**config.mk**
```make
export PLATFORM = sky130hd
export DESIGN_NAME = sit_sign_unit
export DESIGN_NICKNAME = d
export VERILOG_FILES = /design/src/design/sit_pkg.sv /design/src/design/sit_sign_unit.sv
export SDC_FILE = /design/constraint.sdc
export NUM_CORES = 2
export LEC_CHECK = 0
export ABC_AREA = 1
export BUFFER_PORTS_ARGS = -buffer_cell sky130_fd_sc_hd__buf_4
export CAP_MARGIN = 40
export CORE_UTILIZATION = 47
export DETAILED_ROUTE_END_ITERATION = 10
export HOLD_SLACK_MARGIN = 0.05
export PLACE_DENSITY = 0.74
export SYNTH_ARGS = -nofsm -noshare
export SYNTH_HDL_FRONTEND = slang
export SYNTH_SLANG_ARGS = --single-unit
```
**constraint.sdc**
```tcl
create_clock -name aclk -period 8.1 [get_ports aclk]
set_input_delay 0.405 -clock aclk [delete_from_list [all_inputs] [get_ports aclk]]
set_output_delay 0.405 -clock aclk [all_outputs]
set_load 0.05 [all_outputs]
```
**src/design/sit_pkg.sv**
```systemverilog
// Shared types and defaults for the segment intersection test core.
// No dependencies; used by sit_sign_unit and segment_intersection_test_core.
package sit_pkg;

    localparam int COORD_WIDTH_DEF = 16;

    // Kind of two-product form evaluated by a sign unit
    typedef enum logic {
        OP_CROSS,   // ux*vy - uy*vx
        OP_DOT      // ux*vx + uy*vy
    } op_t;

    // Sign of a wide sum: negative, zero, or (neither) positive
    typedef struct packed {
        logic neg;
        logic zero;
    } sign_t;

    // Load strobes for the two pipeline stages inside a sign unit
    typedef struct packed {
        logic mul;
        logic sum;
    } stage_en_t;

endpackage

```
**src/design/sit_sign_unit.sv**
```systemverilog
// Two-stage sign unit: registered products, then registered sign of their sum or difference.
// Depends on sit_pkg (op_t, sign_t, stage_en_t).
module sit_sign_unit #(
    parameter int          COORD_WIDTH = sit_pkg::COORD_WIDTH_DEF,
    parameter sit_pkg::op_t OP         = sit_pkg::OP_CROSS
) (
    input  logic                     aclk,
    input  sit_pkg::stage_en_t       en,
    input  logic signed [COORD_WIDTH:0] ux,
    input  logic signed [COORD_WIDTH:0] uy,
    input  logic signed [COORD_WIDTH:0] vx,
    input  logic signed [COORD_WIDTH:0] vy,
    output sit_pkg::sign_t           sign
);
    import sit_pkg::*;

    localparam int DW = COORD_WIDTH + 1;
    localparam int PW = 2 * DW;
    localparam int SW = PW + 1;

    logic signed [DW-1:0] op1;
    logic signed [DW-1:0] op2;
    logic signed [PW-1:0] p1_reg, p1_next;
    logic signed [PW-1:0] p2_reg, p2_next;
    logic signed [SW-1:0] sum;
    sign_t                sign_reg, sign_next;

    // cross pairs ux with vy, dot pairs ux with vx
    assign op1 = (OP == OP_CROSS) ? vy : vx;
    assign op2 = (OP == OP_CROSS) ? vx : vy;

    always_comb begin
        p1_next = ux * op1;
        p2_next = uy * op2;
    end

    always_comb begin
        if (OP == OP_CROSS) begin
            sum = SW'(p1_reg) - SW'(p2_reg);
        end else begin
            sum = SW'(p1_reg) + SW'(p2_reg);
        end
        sign_next.neg  = sum[SW-1];
        sign_next.zero = (sum == '0);
    end

    always_ff @(posedge aclk) begin
        if (en.mul) begin
            p1_reg <= p1_next;
            p2_reg <= p2_next;
        end
        if (en.sum) begin
            sign_reg <= sign_next;
        end
    end

    assign sign = sign_reg;

endmodule
```
==> run metrics <==
post-route setup slack=between 2 and 2.5 ns; CP max FO=17; met3 Use GR=roughly 2.1%; fin crit period=between 5 and 6 ns; area occupied by multi-input gates=20300 µm²; Synth cell types=47; Die Wd=~240 µm; worst slack, placed=1.88 ns; routed wire length=roughly 56000 µm; RePlAce Congestion=between 0.8 and 0.9; clk_lat worst skew=~0.34 ns; CTS tree=done; Hold Fails Final Rpt=0; CTS Hold Bufs=0; antenna diode count=0; Main synth FF type=edfxtp_1; IO Port Bufs=72; FF/Latch Area=~2100 µm²; clk root buf=clkbuf_16; area of the core=between 50000 and 60000 µm²; Post-Syn Instances=~3300; worst path arrival time=about 6.0 ns; largest area contributor in the netlist=fa_1; Seq/Total Area, Yosys=7.83%; Post-CTS Setup Inserts=0; initial drt markers=between 1000 and 1500; drc violations=0; post-synth net total=approximately 4200; detailed-placement wirelength estimate=about 48000 µm; clock tree buffer depth=2; I/O pins=73; number of global-route vias before repair=roughly 21000; met2 Track Usage GR=between 30% and 40%; largest net degree at the start of global routing=69; gr busiest metal=met2; nets=approximately 4100; GRT overflow=0; GRT Util Overall=20.7%; skew final=a little under 0.004 ns; drt first pass iters=6; drt via density=~4.9; share of cells above drive strength 1=between 4 and 5%; H-tree levels=3; Post-synth EDFFs=70; Post-Syn Area=roughly 27000 µm²; area grow syn2layout=4.58%; Final Max Tran Viols=0; Die Area=just under 60000 µm²; RSZ-0062 raised after global routing=false; most common library cells after synthesis=inv_1, nand2_1, fa_1; CTS Buf Count=9; CP Class=in2reg; setup TNS=0 ns; initial antenna violation count=0; Startpoint Class=input pin; ys async rst share=0%; Worst Path Required=slightly above 8 ns; post-cts resize count=0; Yosys top cell area share=between 40% and 50%; crit share post-route=just over 70%; status=finished clean; first-pass GRT wire length=slightly below 100000 µm; Routed WL per cell=13.8 µm; Min-Delay Path Class=in2reg; Fmax achieved=0.170 GHz; CP Capture Type=register; clock slew at reported path FFs=about 0.050 ns; cell with the most instances after synthesis=inv_1; ANT nets after route=0; Worst Max-Slew Pin Slew=0.860 ns; Die Span Y=roughly 240 µm; Cells after DPL=approximately 4000; max_slew headroom=around 43%; Avg Cell Area, Syn=8.12 µm²; met1 Usage GRT=between 20% and 30%; fin cells=between 4000 and 5000; Yosys reg bits=70; Sink Count=70; Setup Viol. Count Final=0; Yosys warnings=0; Synth area leaders=fa_1, inv_1, nand2_1; MaxCap Viol Count=0; Initial Util=between 40 and 50%; row count=between 80 and 90; fill count=~5400; Vias=19726
-- layout make-up --
cell class	instances	area share, %
Tap cell	756	3.37
Clock inverter	4	0.0579
Clock buffer	10	0.815
Sequential cell	70	7.49
Multi-Input combinational cell	2049	72.3
Inverter	1054	14.1
Timing Repair Buffer	72	1.92
-- logic make-up after synthesis --
kind of cell / share of synthesized area [%]
AO/OA/AOI/OAI: 4.65
XOR/XNOR: 2.80
adder cells (fa/ha/maj): 53.7
buffers and inverters: 16.6
flip-flops: 7.83
AND/OR/NAND/NOR: 14.4
-- metrics by stage --
step           util, %  hold slack (ns)  instance area [µm²]
2_1_floorplan        -            0.517                26900
3_3_place_gp      49.4            0.616                27800
3_5_place_dp      49.4            0.625                27800
4_1_cts           49.8            0.271                28100
5_1_grt           49.8            0.264                28100
6_report          49.8            0.280                28100
-- metal layers --
layer  up-vias  share of wire (%)
li1       9286                  -
met1      9830                 41
met2       512                 51
met3        98                4.9
met4         0                2.5
met5         -                  0
-- final timing paths --
| path | startpoint | cells after the start | slack (ns) | to |
|---|---|---|---|---|
| worst min-delay path | en[0] | 1 | 0.28 | sign[1] |
| worst max-delay path | vx[2] | 22 | 2.21 | p2_reg[32] |
| worst min register to register | p1_reg[33] | 2 | 0.93 | sign[1] |
| worst max register to register | p1_reg[11] | 17 | 5.27 | sign[0] |
-- worst max-delay path, stage by stage --
cell and delay (ns):
buf_4 0.18, nand2_1 0.13, inv_1 0.09, fa_1 0.65
fa_1 0.90, fa_1 0.53, fa_1 0.50, fa_1 0.50
inv_1 0.05, fa_1 0.47, inv_1 0.04, ha_1 0.35
nand2_1 0.09, nor2_1 0.16, nand3_1 0.11, inv_1 0.07
nand3_1 0.07, o221ai_1 0.25, a21oi_1 0.10, nor2_1 0.12
nor2_1 0.06, xor2_1 0.13
-- layout by cell type, fill, tap and decap left out, types with 2 or more instances in the layout --
cell type and n:
o211ai_1 5, nand2_2 22, xor2_1 50, o21ai_1 4, nand4_1 15, o21ai_0 35, nand3_1 43, nor2_1 110
ha_1 204, nand3_2 5, o221ai_1 2, o21ai_2 9, a211oi_1 2, clkinv_1 3, nand2_1 737, fa_1 593
a21oi_2 6, nor3_1 7, a21o_1 14, or2_2 7, inv_1 1051, inv_2 3, buf_4 72, xnor2_1 36
edfxtp_1 70, a21boi_2 3, o21bai_2 2, nor4_1 5, nor2_2 4, a21oi_1 95, o21a_1 9, clkbuf_16 9
a31oi_1 8, nand3b_1 3
Power is not shown: default switching activity piles up to over one toggle a cycle in this logic, so the estimate is an artifact.
